## config.mk

```make
export PLATFORM = sky130hd
export DESIGN_NAME = tick_rate_flags_and_interval_sequencers
export DESIGN_NICKNAME = d
export VERILOG_FILES = /design/src/hw/rtl/trfis_pkg.sv /design/src/hw/rtl/tick_rate_flags_and_interval_sequencers.sv /design/src/hw/rtl/trfis_seq.sv
export SDC_FILE = /design/constraint.sdc
export NUM_CORES = 1
export LEC_CHECK = 0
export BUFFER_PORTS_ARGS = -buffer_cell sky130_fd_sc_hd__buf_2
export CORE_AREA = 2 2 283 285
export DETAILED_ROUTE_END_ITERATION = 10
export DIE_AREA = 0 0 285 287
export GPL_ROUTABILITY_DRIVEN = 0
export PLACE_DENSITY = 0.7
export SYNTH_ARGS = -nofsm -noshare
export SYNTH_HDL_FRONTEND = slang
export SYNTH_SLANG_ARGS = --single-unit
```

## constraint.sdc

```tcl
create_clock -name clock -period 3.75 [get_ports clock]
set_input_delay 0.75 -clock clock [delete_from_list [all_inputs] [get_ports clock]]
set_output_delay 0.75 -clock clock [all_outputs]
set_load 0.01 [all_outputs]
```

## src/hw/rtl/trfis_pkg.sv

```systemverilog
// ----------------------------------------------------------------------------
// trfis_pkg
// Shared types and constants for the tick, rate flag and interval sequencer
// block.
// ----------------------------------------------------------------------------
package trfis_pkg;

   typedef enum logic [1:0] {
      KIND_TICK  = 2'd0,
      KIND_START = 2'd1,
      KIND_STOP  = 2'd2,
      KIND_LOAD  = 2'd3
   } kind_type;

   typedef enum logic [1:0] {
      CSR_FAST_PERIOD = 2'd0,
      CSR_SLOW_PERIOD = 2'd1,
      CSR_SEQ_LENGTH  = 2'd2,
      CSR_UNUSED      = 2'd3
   } csr_index_type;

   typedef struct packed {
      logic running;
      logic fired;
   } seq_status_type;

   localparam int unsigned INTERVAL_W = 16;
   localparam int unsigned SEQ_LEN_W  = 5;
   localparam int unsigned SLOT_W     = 4;
   localparam int unsigned PERIOD_W   = 16;
   localparam int unsigned UPTIME_W   = 32;

   localparam logic [PERIOD_W-1:0]   FAST_PERIOD_RESET = 16'd5;
   localparam logic [PERIOD_W-1:0]   SLOW_PERIOD_RESET = 16'd10;
   localparam logic [SEQ_LEN_W-1:0]  SEQ_LENGTH_RESET  = 5'd10;
   localparam logic [INTERVAL_W-1:0] FIRST_SLOT0_INIT  = 16'd100;
   localparam logic [INTERVAL_W-1:0] TABLE_FILL_INIT   = 16'd200;

endpackage

```

## src/hw/rtl/tick_rate_flags_and_interval_sequencers.sv

```systemverilog
// ----------------------------------------------------------------------------
// tick_rate_flags_and_interval_sequencers
// Millisecond tick block: uptime count, two rate dividers and two interval
// sequencers driven by tick, start, stop and table load requests.
// ----------------------------------------------------------------------------
// The block takes one request per clock cycle while its output buffer has room
// and returns one registered response per request. Each sequencer keeps its
// interval table in a small memory whose next-index word and slot 0 word are
// read ahead into registers, so that the update of countdown and index always
// finds its data ready. Responses pass through a two-entry output buffer, so a
// stalled consumer holds off the request side only after two responses have
// piled up. After reset the tables read as 100 in the first table's slot 0 and
// 200 elsewhere until written.
module tick_rate_flags_and_interval_sequencers #(
   parameter int unsigned TABLE_SLOTS = 16
) (
   input  logic        clock,
   input  logic        reset,
   input  logic        req_tvalid,
   output logic        req_tready,
   // Bits from 0: load_which, load_slot[3:0], load_interval[15:0], zero pad.
   input  logic [23:0] req_tdata,
   // Bits from 0: kind[1:0].
   input  logic [1:0]  req_tuser,
   output logic        rsp_tvalid,
   input  logic        rsp_tready,
   // Bits from 0: uptime_ticks[31:0], fast_pulse, slow_pulse, first_fired,
   // second_fired, first_running, second_running, zero pad.
   output logic [39:0] rsp_tdata,
   input  logic        csr_wr_en,
   input  logic [1:0]  csr_index,
   input  logic [15:0] csr_wdata
);
   import trfis_pkg::*;

   kind_type              kind;
   logic                  load_which;
   logic [SLOT_W-1:0]     load_slot;
   logic [INTERVAL_W-1:0] load_interval;

   logic accept, do_tick, do_start, do_stop, do_load;

   logic [PERIOD_W-1:0]  fast_period_ff, slow_period_ff;
   logic [SEQ_LEN_W-1:0] seq_len_ff;

   logic [UPTIME_W-1:0] uptime_ff, uptime_in;
   logic [PERIOD_W-1:0] fast_div_ff, fast_div_in, fast_next;
   logic [PERIOD_W-1:0] slow_div_ff, slow_div_in, slow_next;
   logic                fast_pulse, slow_pulse;

   seq_status_type first_in, second_in, first_st, second_st;

   logic [39:0] result;
   logic [39:0] out_data_ff, skid_data_ff;
   logic        out_vld_ff, skid_vld_ff;
   logic        pop;

   assign kind          = kind_type'(req_tuser);
   assign load_which    = req_tdata[0];
   assign load_slot     = req_tdata[4:1];
   assign load_interval = req_tdata[20:5];

   assign req_tready = !skid_vld_ff;
   assign accept     = req_tvalid && req_tready;
   assign do_tick    = accept && (kind == KIND_TICK);
   assign do_start   = accept && (kind == KIND_START);
   assign do_stop    = accept && (kind == KIND_STOP);
   assign do_load    = accept && (kind == KIND_LOAD);

   always_ff @(posedge clock) begin
      if (reset) begin
         fast_period_ff <= FAST_PERIOD_RESET;
         slow_period_ff <= SLOW_PERIOD_RESET;
         seq_len_ff     <= SEQ_LENGTH_RESET;
      end else if (csr_wr_en) begin
         unique case (csr_index_type'(csr_index))
            CSR_FAST_PERIOD: fast_period_ff <= csr_wdata;
            CSR_SLOW_PERIOD: slow_period_ff <= csr_wdata;
            CSR_SEQ_LENGTH:  seq_len_ff     <= csr_wdata[SEQ_LEN_W-1:0];
            default: ;
         endcase
      end
   end

   assign fast_next = fast_div_ff + PERIOD_W'(1);
   assign slow_next = slow_div_ff + PERIOD_W'(1);

   always_comb begin
      uptime_in   = uptime_ff;
      fast_div_in = fast_div_ff;
      slow_div_in = slow_div_ff;
      fast_pulse  = 1'b0;
      slow_pulse  = 1'b0;
      if (do_tick) begin
         uptime_in = uptime_ff + UPTIME_W'(1);
         if (fast_next >= fast_period_ff) begin
            fast_div_in = '0;
            fast_pulse  = 1'b1;
         end else begin
            fast_div_in = fast_next;
         end
         if (slow_next >= slow_period_ff) begin
            slow_div_in = '0;
            slow_pulse  = 1'b1;
         end else begin
            slow_div_in = slow_next;
         end
      end
   end

   always_ff @(posedge clock) begin
      if (reset) begin
         uptime_ff   <= '0;
         fast_div_ff <= '0;
         slow_div_ff <= '0;
      end else begin
         uptime_ff   <= uptime_in;
         fast_div_ff <= fast_div_in;
         slow_div_ff <= slow_div_in;
      end
   end

   trfis_seq #(
      .TABLE_SLOTS(TABLE_SLOTS)
   ) u_first_seq (
      .clock      (clock),
      .reset      (reset),
      .step       (do_tick),
      .start      (do_start),
      .stop       (do_stop),
      .wr_en      (do_load && !load_which),
      .wr_slot    (load_slot),
      .wr_data    (load_interval),
      .seq_len    (seq_len_ff),
      .slot0_init (FIRST_SLOT0_INIT),
      .status_in  (first_in),
      .status     (first_st)
   );

   trfis_seq #(
      .TABLE_SLOTS(TABLE_SLOTS)
   ) u_second_seq (
      .clock      (clock),
      .reset      (reset),
      .step       (do_tick),
      .start      (do_start),
      .stop       (do_stop),
      .wr_en      (do_load && load_which),
      .wr_slot    (load_slot),
      .wr_data    (load_interval),
      .seq_len    (seq_len_ff),
      .slot0_init (TABLE_FILL_INIT),
      .status_in  (second_in),
      .status     (second_st)
   );

   assign result = {2'b00, second_in.running, first_in.running, second_in.fired,
                    first_in.fired, slow_pulse, fast_pulse, uptime_in};

   assign pop = out_vld_ff && rsp_tready;

   always_ff @(posedge clock) begin
      if (reset) begin
         out_vld_ff  <= 1'b0;
         skid_vld_ff <= 1'b0;
      end else begin
         if (pop) begin
            if (skid_vld_ff) begin
               skid_vld_ff <= 1'b0;
            end else begin
               out_vld_ff <= accept;
            end
         end else if (accept) begin
            if (out_vld_ff) begin
               skid_vld_ff <= 1'b1;
            end else begin
               out_vld_ff <= 1'b1;
            end
         end
      end
   end

   always_ff @(posedge clock) begin
      if (pop && skid_vld_ff) begin
         out_data_ff <= skid_data_ff;
      end else if (accept && (!out_vld_ff || pop)) begin
         out_data_ff <= result;
      end
      if (accept && out_vld_ff && !pop) begin
         skid_data_ff <= result;
      end
   end

   assign rsp_tvalid = out_vld_ff;
   assign rsp_tdata  = out_data_ff;

   a_skid_needs_out: assert property (@(posedge clock) disable iff (reset)
      skid_vld_ff |-> out_vld_ff)
      else $error("Skid entry held while the output register is empty.");

   a_uptime_step: assert property (@(posedge clock) disable iff (reset)
      do_tick |=> uptime_ff == $past(uptime_ff) + UPTIME_W'(1))
      else $error("Uptime count did not advance on a tick request.");

   a_stop_clears: assert property (@(posedge clock) disable iff (reset)
      do_stop |=> !first_st.running && !second_st.running &&
                  !first_st.fired && !second_st.fired)
      else $error("Stop request left a sequencer running or fired.");

endmodule

```

## src/hw/rtl/trfis_seq.sv

```systemverilog
// ----------------------------------------------------------------------------
// trfis_seq
// One interval sequencer: its interval table in a memory, countdown, index,
// run and fire flags. The word at the next index and slot 0 are prefetched
// every cycle, with bypass of a table write made in the same cycle.
// ----------------------------------------------------------------------------
module trfis_seq #(
   parameter int unsigned TABLE_SLOTS = 16
) (
   input  logic                                 clock,
   input  logic                                 reset,
   input  logic                                 step,
   input  logic                                 start,
   input  logic                                 stop,
   input  logic                                 wr_en,
   input  logic [trfis_pkg::SLOT_W-1:0]         wr_slot,
   input  logic [trfis_pkg::INTERVAL_W-1:0]     wr_data,
   input  logic [trfis_pkg::SEQ_LEN_W-1:0]      seq_len,
   input  logic [trfis_pkg::INTERVAL_W-1:0]     slot0_init,
   output trfis_pkg::seq_status_type            status_in,
   output trfis_pkg::seq_status_type            status
);
   import trfis_pkg::*;

   localparam int unsigned ADDR_W = (TABLE_SLOTS > 1) ? $clog2(TABLE_SLOTS) : 1;
   localparam int unsigned IDX_W  = $clog2(TABLE_SLOTS + 1);
   localparam int unsigned CMP_W  = (IDX_W > SEQ_LEN_W) ? IDX_W : SEQ_LEN_W;
   localparam int unsigned SEL_W  = (IDX_W > SLOT_W) ? IDX_W : SLOT_W;

   logic [INTERVAL_W-1:0] mem [TABLE_SLOTS];
   logic [TABLE_SLOTS-1:0] valid_ff;

   logic [INTERVAL_W-1:0] countdown_ff, countdown_in;
   logic [IDX_W-1:0]      index_ff, index_in;
   logic                  running_ff, running_in;
   logic                  fired_ff, fired_in;

   logic [INTERVAL_W-1:0] idx_word_ff, zero_word_ff, byp_data_ff;
   logic                  idx_byp_ff, zero_byp_ff, idx_vld_ff, zero_vld_ff, idx_is0_ff;
   logic [INTERVAL_W-1:0] idx_data, zero_data;

   logic [SEL_W-1:0]  slot_ext;
   logic              wr_ok;
   logic [ADDR_W-1:0] wr_addr, rd_addr;
   logic              can_advance;

   assign slot_ext = SEL_W'(wr_slot);
   assign wr_ok    = wr_en && (slot_ext < SEL_W'(TABLE_SLOTS));
   assign wr_addr  = slot_ext[ADDR_W-1:0];
   assign rd_addr  = (index_in < IDX_W'(TABLE_SLOTS)) ? index_in[ADDR_W-1:0] : '0;

   always_ff @(posedge clock) begin
      if (wr_ok) begin
         mem[wr_addr] <= wr_data;
      end
   end

   always_ff @(posedge clock) begin
      if (reset) begin
         valid_ff <= '0;
      end else if (wr_ok) begin
         valid_ff[wr_addr] <= 1'b1;
      end
   end

   always_ff @(posedge clock) begin
      idx_word_ff  <= mem[rd_addr];
      zero_word_ff <= mem[0];
      byp_data_ff  <= wr_data;
      idx_is0_ff   <= (rd_addr == '0);
   end

   always_ff @(posedge clock) begin
      if (reset) begin
         idx_byp_ff  <= 1'b0;
         zero_byp_ff <= 1'b0;
         idx_vld_ff  <= 1'b0;
         zero_vld_ff <= 1'b0;
      end else begin
         idx_byp_ff  <= wr_ok && (wr_addr == rd_addr);
         zero_byp_ff <= wr_ok && (wr_addr == '0);
         idx_vld_ff  <= valid_ff[rd_addr];
         zero_vld_ff <= valid_ff[0];
      end
   end

   // An entry never written reads as its reset value.
   assign idx_data  = idx_byp_ff ? byp_data_ff :
                      idx_vld_ff ? idx_word_ff :
                      idx_is0_ff ? slot0_init : TABLE_FILL_INIT;
   assign zero_data = zero_byp_ff ? byp_data_ff :
                      zero_vld_ff ? zero_word_ff : slot0_init;

   assign can_advance = (CMP_W'(index_ff) < CMP_W'(seq_len)) &&
                        (index_ff < IDX_W'(TABLE_SLOTS));

   always_comb begin
      countdown_in = countdown_ff;
      index_in     = index_ff;
      running_in   = running_ff;
      fired_in     = fired_ff;
      if (step && running_ff) begin
         if (countdown_ff != '0) begin
            countdown_in = countdown_ff - INTERVAL_W'(1);
         end else begin
            fired_in = 1'b1;
            if (can_advance) begin
               countdown_in = idx_data;
               index_in     = index_ff + IDX_W'(1);
            end else begin
               running_in = 1'b0;
            end
         end
      end else if (start) begin
         countdown_in = zero_data;
         running_in   = 1'b1;
      end else if (stop) begin
         countdown_in = zero_data;
         running_in   = 1'b0;
         fired_in     = 1'b0;
         index_in     = IDX_W'(1);
      end
   end

   always_ff @(posedge clock) begin
      if (reset) begin
         countdown_ff <= '0;
         index_ff     <= IDX_W'(1);
         running_ff   <= 1'b0;
         fired_ff     <= 1'b0;
      end else begin
         countdown_ff <= countdown_in;
         index_ff     <= index_in;
         running_ff   <= running_in;
         fired_ff     <= fired_in;
      end
   end

   assign status_in.running = running_in;
   assign status_in.fired   = fired_in;
   assign status.running    = running_ff;
   assign status.fired      = fired_ff;

endmodule

```

==> results of run 1 <==
metal layers:
| layer | vias to the layer above | routed length [um] | track usage, % |
|---|---|---|---|
| met5 | - | 67 | 0 |
| met4 | 10 | 2680 | 7.75 |
| li1 | 11100 | - | - |
| met1 | 11700 | 36900 | 28.5 |
| met3 | 181 | 7250 | 3.92 |
| met2 | 1003 | 41300 | 34.7 |
worst reg2reg max path: stages, from the launching register on:
cell     delay, ns
dfxtp_1       0.34
inv_1         0.06
ha_1          0.16
or3b_1        0.39
or3_1         0.39
or4_1         0.45
o21ai_1       0.28
o211a_2       0.27
buf_12        0.20
buf_4         0.18
mux2i_1       0.18
nand2_1       0.08
a32oi_1       0.30
o21ai_1       0.17
state kept, by name (all words and copies together), names as in the netlist, 16 cells and up:
name,cells
fast_div_ff,16
fast_period_ff,16
rsp_tdata,38
skid_data_ff,38
slow_div_ff,16
slow_period_ff,16
u_first_seq.countdown_ff,16
u_first_seq.idx_word_ff,16
u_first_seq.mem,256
u_first_seq.valid_ff,16
u_first_seq.zero_word_ff,16
u_second_seq.byp_data_ff,16
u_second_seq.countdown_ff,16
u_second_seq.idx_word_ff,16
u_second_seq.mem,256
u_second_seq.valid_ff,16
u_second_seq.zero_word_ff,16
uptime_ff,32
cells in the mapped netlist, drive strengths merged (22+ instances only):
library cell / n / area share (%)
ha: 47 / 1.7
a31oi: 39 / 0.69
and3: 31 / 0.55
a211oi: 28 / 0.60
a221o: 22 / 0.63
clkbuf: 103 / 1.1
nor2b: 31 / 0.55
a21oi: 134 / 1.9
inv: 90 / 0.96
buf: 56 / 0.85
xor2: 63 / 1.6
edfxtp: 588 / 50
o21ai: 128 / 1.8
nand2: 375 / 4.0
o22ai: 71 / 1.4
nand3: 55 / 0.78
nor2: 318 / 3.4
o211ai: 24 / 0.51
dfxtp: 270 / 15
o221ai: 24 / 0.60
mux2i: 125 / 3.6
a221oi: 30 / 0.75
xnor2: 39 / 0.97
nor3: 39 / 0.57
power by group through the flow:
stage	clock network, mW	registers, mW	logic [mW]
after floorplan	0	10.5	0.386
after global placement	0	10.5	0.716
after detailed placement	0	10.5	0.725
after CTS	8.88	10.3	0.731
after global routing	9.25	10.3	0.809
final	8.72	10.3	0.739
how the worst max path moves through the flow:
stage / from / end / slack (ns)
after floorplan: req_tuser[1] / u_first_seq.mem[1][0] / 0.37
after global placement: req_tuser[0] / u_first_seq.idx_word_ff[12] / 0.06
after detailed placement: req_tuser[0] / u_first_seq.idx_word_ff[13] / 0.02
after CTS: fast_div_ff[0] / fast_div_ff[1] / 0.1
after global routing: fast_div_ff[0] / rsp_tdata[32] / -0.004
final: u_first_seq.countdown_ff[0] / u_first_seq.idx_word_ff[13] / 0.17
kinds of logic after synthesis:
logic type	after synthesis	share of synthesized area (%)
AND/OR/NAND/NOR	961	12.2
buffers and inverters	250	2.92
multiplexers	126	3.65
adder cells (fa/ha/maj)	47	1.67
AO/OA/AOI/OAI	604	11.4
other	1	0.0107
XOR/XNOR	102	2.54
flip-flops	858	65.6
through the flow:
step                      TNS (ns)  cell area, um^2  util, %  std cells  hold slack, ns
after floorplan                  0            35100        -       2950           0.347
after global placement           0            37700     48.0       4077           0.356
after detailed placement         0            37700     48.0       4077           0.356
after CTS                        0            40600     51.7       4237           0.320
after global routing      -0.00351            40700     51.7       4239           0.351
final                            0            40700     51.7       4239           0.352
layout by cell type (no fill, tap or decap), types with 18 or more instances in the layout:
cell and count:
clkinv_2 18, o221ai_1 24, a21oi_1 133, o22ai_1 63
dfxtp_1 270, a221o_1 22, xor2_1 63, ha_1 46
xnor2_1 39, mux2i_1 123, buf_4 126, a31oi_1 39
nand2_1 373, a211oi_1 28, clkbuf_16 88, nor3_1 32
o21ai_0 106, and3_1 30, nor2b_1 31, nand3_1 53
nor2_1 315, buf_2 84, a221oi_1 30, o21ai_1 21
o211ai_1 24, edfxtp_1 588, buf_12 26, inv_1 90
layout make-up:
type	instances	area [um^2]
Antenna cell	1	2.50
Sequential cell	858	23100
Tap cell	1050	1310
Timing Repair Buffer	236	1890
Clock buffer	118	2470
Fill cell	6698	37900
Inverter	91	342
Clock inverter	42	454
Multi-Input combinational cell	1843	11100
==> qor.txt, run 1 <==
Vias -> 24000
Buffers on Ports -> 85
Clk root buf -> clkbuf_16
Worst Hold Class -> in -> reg
Worst Hold End -> slow_period_ff[10]
Reg2reg path depth -> 13
Internal -> 15.5 mW
Worst skew pair latency -> 0.65 ns
Slew @ Worst Pin -> 1.04 ns
Clock transition at path regs -> 0.06 ns
Detail Placement HPWL -> 56300 um
Max-slew violation count -> 0
Post-synthesis instance area -> 0.0351 mm^2
Hold_buf cts -> 0
CP top delay family -> simple AND/OR/NAND/NOR gates
Initial antenna violation count -> 6
Gate Count Post-Synth -> 2949
Pleak -> 15.1 nW
CTS Buf Count -> 86
Buf/Inv on CP -> 3
DIE WIDTH -> 285 um
Via density -> 5.67
PD cells -> 485 mW/mm^2
Worst path slowest cell -> or4_1
Ys async rst share -> 0%
Hold Vio Cnt, Final -> 0
Worst setup slack after layout -> 0.175 ns
CTS tree -> done
Setup Buffers After CTS -> 0
First-pass GRT wire length -> 134000 um
Worst VDD drop -> 315 uV
Minimum clock period -> 3.58 ns
Psw -> 4.25 mW
Aggregate routed wire length -> 88200 um
Total power -> 19.7 mW
Crit path depth -> 13
Std-Cell Rows -> 103
Post-synth cell types -> 81
WL/cell -> 20.8 um
Critical path peak fanout -> 19
Largest net degree at the start of global routing -> 135
H-tree levels -> 3
Synthesis warning total -> 0
RR Startpoint -> u_first_seq.countdown_ff[0]
Setup violations, final -> 0
Critical path cell sequence -> inv_1 -> ha_1 -> or3b_1 -> or3_1 -> or4_1 -> o21ai_1 -> o211a_2 -> buf_12 -> buf_4 -> mux2i_1 -> nand2_1 -> a32oi_1 -> o21ai_1
Area grow syn2layout -> 15.8%
Starting Density -> 44.7%
DIE HEIGHT -> 287 um
Residual DRC count -> 0
Switching share of power -> 21.5%
Status -> finished, final reports clean
Iteration-0 DRC Markers -> 2431
Fin nets -> 3212
Vias in the first global route -> 23100
Avg Synthesized Cell Area -> 11.9 um^2
Hold path cells -> 3
Worst setup SP type -> register
CP max stage delay -> 0.44 ns
EDFF count, synth -> 588
Critical Path Most Common Cell -> o21ai_1
Sink Count -> 858
Beginning of the worst hold path -> csr_wdata[10]
Worst R2R Setup Slack -> 0.17 ns
Reg power frac -> 52.1%
# IOs -> 91
Synthesized flop and latch total -> 858
Final setup skew -> 0.0240 ns
Worst setup EP type -> register
Reg2reg end -> u_first_seq.idx_word_ff[13]
GR Overflow Total -> 0
Clk pwr share -> 44.2%
Slew margin rel. -> 30.4%
Pre-CTS WS -> 0.0152 ns
Core area -> 0.0786 mm^2
Top FF cell, synth -> edfxtp_1
CP arrival -> 4.08 ns
Max Buffers Root-to-Sink -> 3
First-pass DRT Iterations -> 6
Gr usage total -> 21.3%
Die area -> 0.0818 mm^2
Max Cap Viol -> 0
Crit share post-route -> 95.3%
Comb pwr share -> 3.7%
Ratio of cells with drive above 1 in the final layout -> 13.5%
Max Freq -> 280 MHz
Post-route ant nets -> 0
Post-cts sizing count -> 0
Kind of critical path -> reg -> reg
Worst Path Required -> 4.26 ns
Post-synthesis sequential area ratio -> 65.6%
Power figures use the tool's default switching activity.
==> run 2, diff against run 1 <==
CELL_PAD_IN_SITES_DETAIL_PLACEMENT = 1   (was unset)
CELL_PAD_IN_SITES_GLOBAL_PLACEMENT = 2   (was unset)
CORE_AREA = 2 2 289 291   (was 2 2 283 285)
DIE_AREA = 0 0 291 293   (was 0 0 285 287)
PLACE_DENSITY = unset   (was 0.7)
PLACE_DENSITY_LB_ADDON = 0.25   (was unset)
REMOVE_ABC_BUFFERS = 1   (was unset)
==> run 2 against run 1 <==
  * Total power rose by 2.5%
  * Wire length rose by 17%
  * Clock skew rose by 0.0077 ns
  * Worst setup slack got worse by 0.069 ns
  * Sequential power barely moved
  * Highest routed layer unchanged
==> qor.txt, run 2 (synthesis results as in run 1) <==
Most common cell after layout, fill and taps aside -> edfxtp_1
Initial antenna violation count -> 5
Commonest non-fill, non-tap cells in the layout -> 588 x edfxtp_1, 372 x nand2_1, 312 x nor2_1
Layout Utilization -> 50.5%
Slew margin rel. -> 21.4%
Detail Placement HPWL -> 67800 um
GR Overflow Total -> 0
Placed Instance Area -> 0.0381 mm^2
Psw -> 4.41 mW
Critical path peak fanout -> 17
Sink Count -> 858
Residual DRC count -> 0
First-pass GRT wire length -> 157000 um
First-pass DRT Iterations -> 7
Status -> finished, final reports clean
Kind of critical path -> reg -> reg
Max Buffers Root-to-Sink -> 3
Worst setup EP type -> register
Clk pwr share -> 45.3%
Hold Worst Slack -> 0.367 ns
Worst VDD drop -> 365 uV
Aggregate routed wire length -> 103000 um
# IOs -> 91
Vias in the first global route -> 25600
Setup TNS -> 0 ns
DIE HEIGHT -> 293 um
Total power -> 20.2 mW
Fin nets -> 3262
Max Freq -> 274 MHz
Starting Density -> 42.9%
Worst skew pair latency -> 0.65 ns
CTS Buf Count -> 91
Die area -> 0.0853 mm^2
H-tree levels -> 3
Vias -> 24500
Hold Vio Cnt, Final -> 0
Hold_buf cts -> 0
CP arrival -> 4.16 ns
Buffers on Ports -> 85
Pre-CTS WS -> -0.0772 ns
Comb pwr share -> 3.9%
Worst setup SP type -> register
RSZ-0062 raised after global routing -> yes
Max-slew violation count -> 0
Core area -> 0.0818 mm^2
Slew @ Worst Pin -> 1.18 ns
Pleak -> 15.4 nW
Via density -> 5.69
Post-route ant nets -> 0
Fin area -> 0.0413 mm^2
WL/cell -> 23.8 um
Switching share of power -> 21.8%
Internal -> 15.8 mW
Largest regs -> u_first_seq.mem x256, u_second_seq.mem x256
Std-Cell Rows -> 105
CTS tree -> done
Max Cap Viol -> 0
Placed Instances -> 4140
Clk root buf -> clkbuf_16
DIE WIDTH -> 291 um
Ratio of cells with drive above 1 in the final layout -> 15.2%
Crit share post-route -> 97.2%
Setup violations, final -> 0
Iteration-0 DRC Markers -> 1745
Worst Path Required -> 4.26 ns
Largest net degree at the start of global routing -> 48
PD cells -> 490 mW/mm^2
Worst setup slack after layout -> 0.105 ns
Clock transition at path regs -> 0.06 ns
Reg power frac -> 50.8%
Final setup skew -> 0.0316 ns
Worst Hold Class -> in -> reg
Area grow syn2layout -> 17.7%
Minimum clock period -> 3.64 ns
Post-route insts no fill -> 4313
Gr usage total -> 24.0%
## run 2: cell types whose count changed in the layout (fill, tap and decap cells not counted), moves of 5 or more
cell | before | now
o22ai_1 | 63 | 57
buf_12 | 26 | 32
o22ai_2 | 8 | 14
clkbuf_16 | 88 | 94
clkbuf_1 | 14 | 24
clkbuf_8 | 15 | 10
buf_4 | 126 | 164
## run 2: power by group through the flow
stage / Combinational, mW / Sequential, mW / Clock [mW]
5_1_grt: 0.860 / 10.3 / 9.72
4_1_cts: 0.784 / 10.3 / 9.36
6_report: 0.782 / 10.3 / 9.17
2_1_floorplan: 0.341 / 10.5 / 0
3_5_place_dp: 0.778 / 10.5 / 0
3_3_place_gp: 0.752 / 10.5 / 0
## run 2: critical path, stage by stage, from the launching register on
cell and delay [ns]:
dfxtp_1 0.34, inv_1 0.14, ha_1 0.28, or3b_2 0.48, a311oi_2 0.31, o2111ai_1 0.24
buf_4 0.20, mux2i_4 0.35, and2_1 0.28, nand2_1 0.12, buf_12 0.17, o22ai_2 0.16
a31oi_1 0.07, a221o_1 0.33
## run 2: layout make-up
cell class	count	area, um^2
clock inverter	40	465
inverter	91	342
tap	1070	1340
sequential	858	23100
multi-input combinational	1844	11200
fill	8471	40500
clock buffer	129	2580
antenna	1	2.50
timing repair buffer	280	2290
## run 2: final timing paths
kind	slack, ns	start	endpoint	cells past startpoint
max	0.11	seq_len_ff[4]	u_second_seq.idx_word_ff[6]	13
min	0.37	csr_wdata[15]	fast_period_ff[15]	3
max reg2reg	0.11	seq_len_ff[4]	u_second_seq.idx_word_ff[6]	13
min reg2reg	0.37	u_second_seq.mem[0][4]	u_second_seq.zero_word_ff[4]	0
## run 2: routing by layer
metal  global-route usage [%]  routed length [um]  vias to the layer above  share of wire [%]
met4                     6.82                2400                        6                2.3
met1                     32.3               45300                    12500                 44
met5                        0                  42                        -              0.041
met2                     40.7               49700                      648                 48
met3                     3.34                5330                      149                5.2
li1                         -                   -                    11200                  -
## run 2: what timing repair did
item / CTS / global route
cloned: 0 / 2
endpoints found under the setup margin: 4 / 57
pin swaps: 0 / 4
resized for setup: 2 / 24
setup buffers: 0 / 1
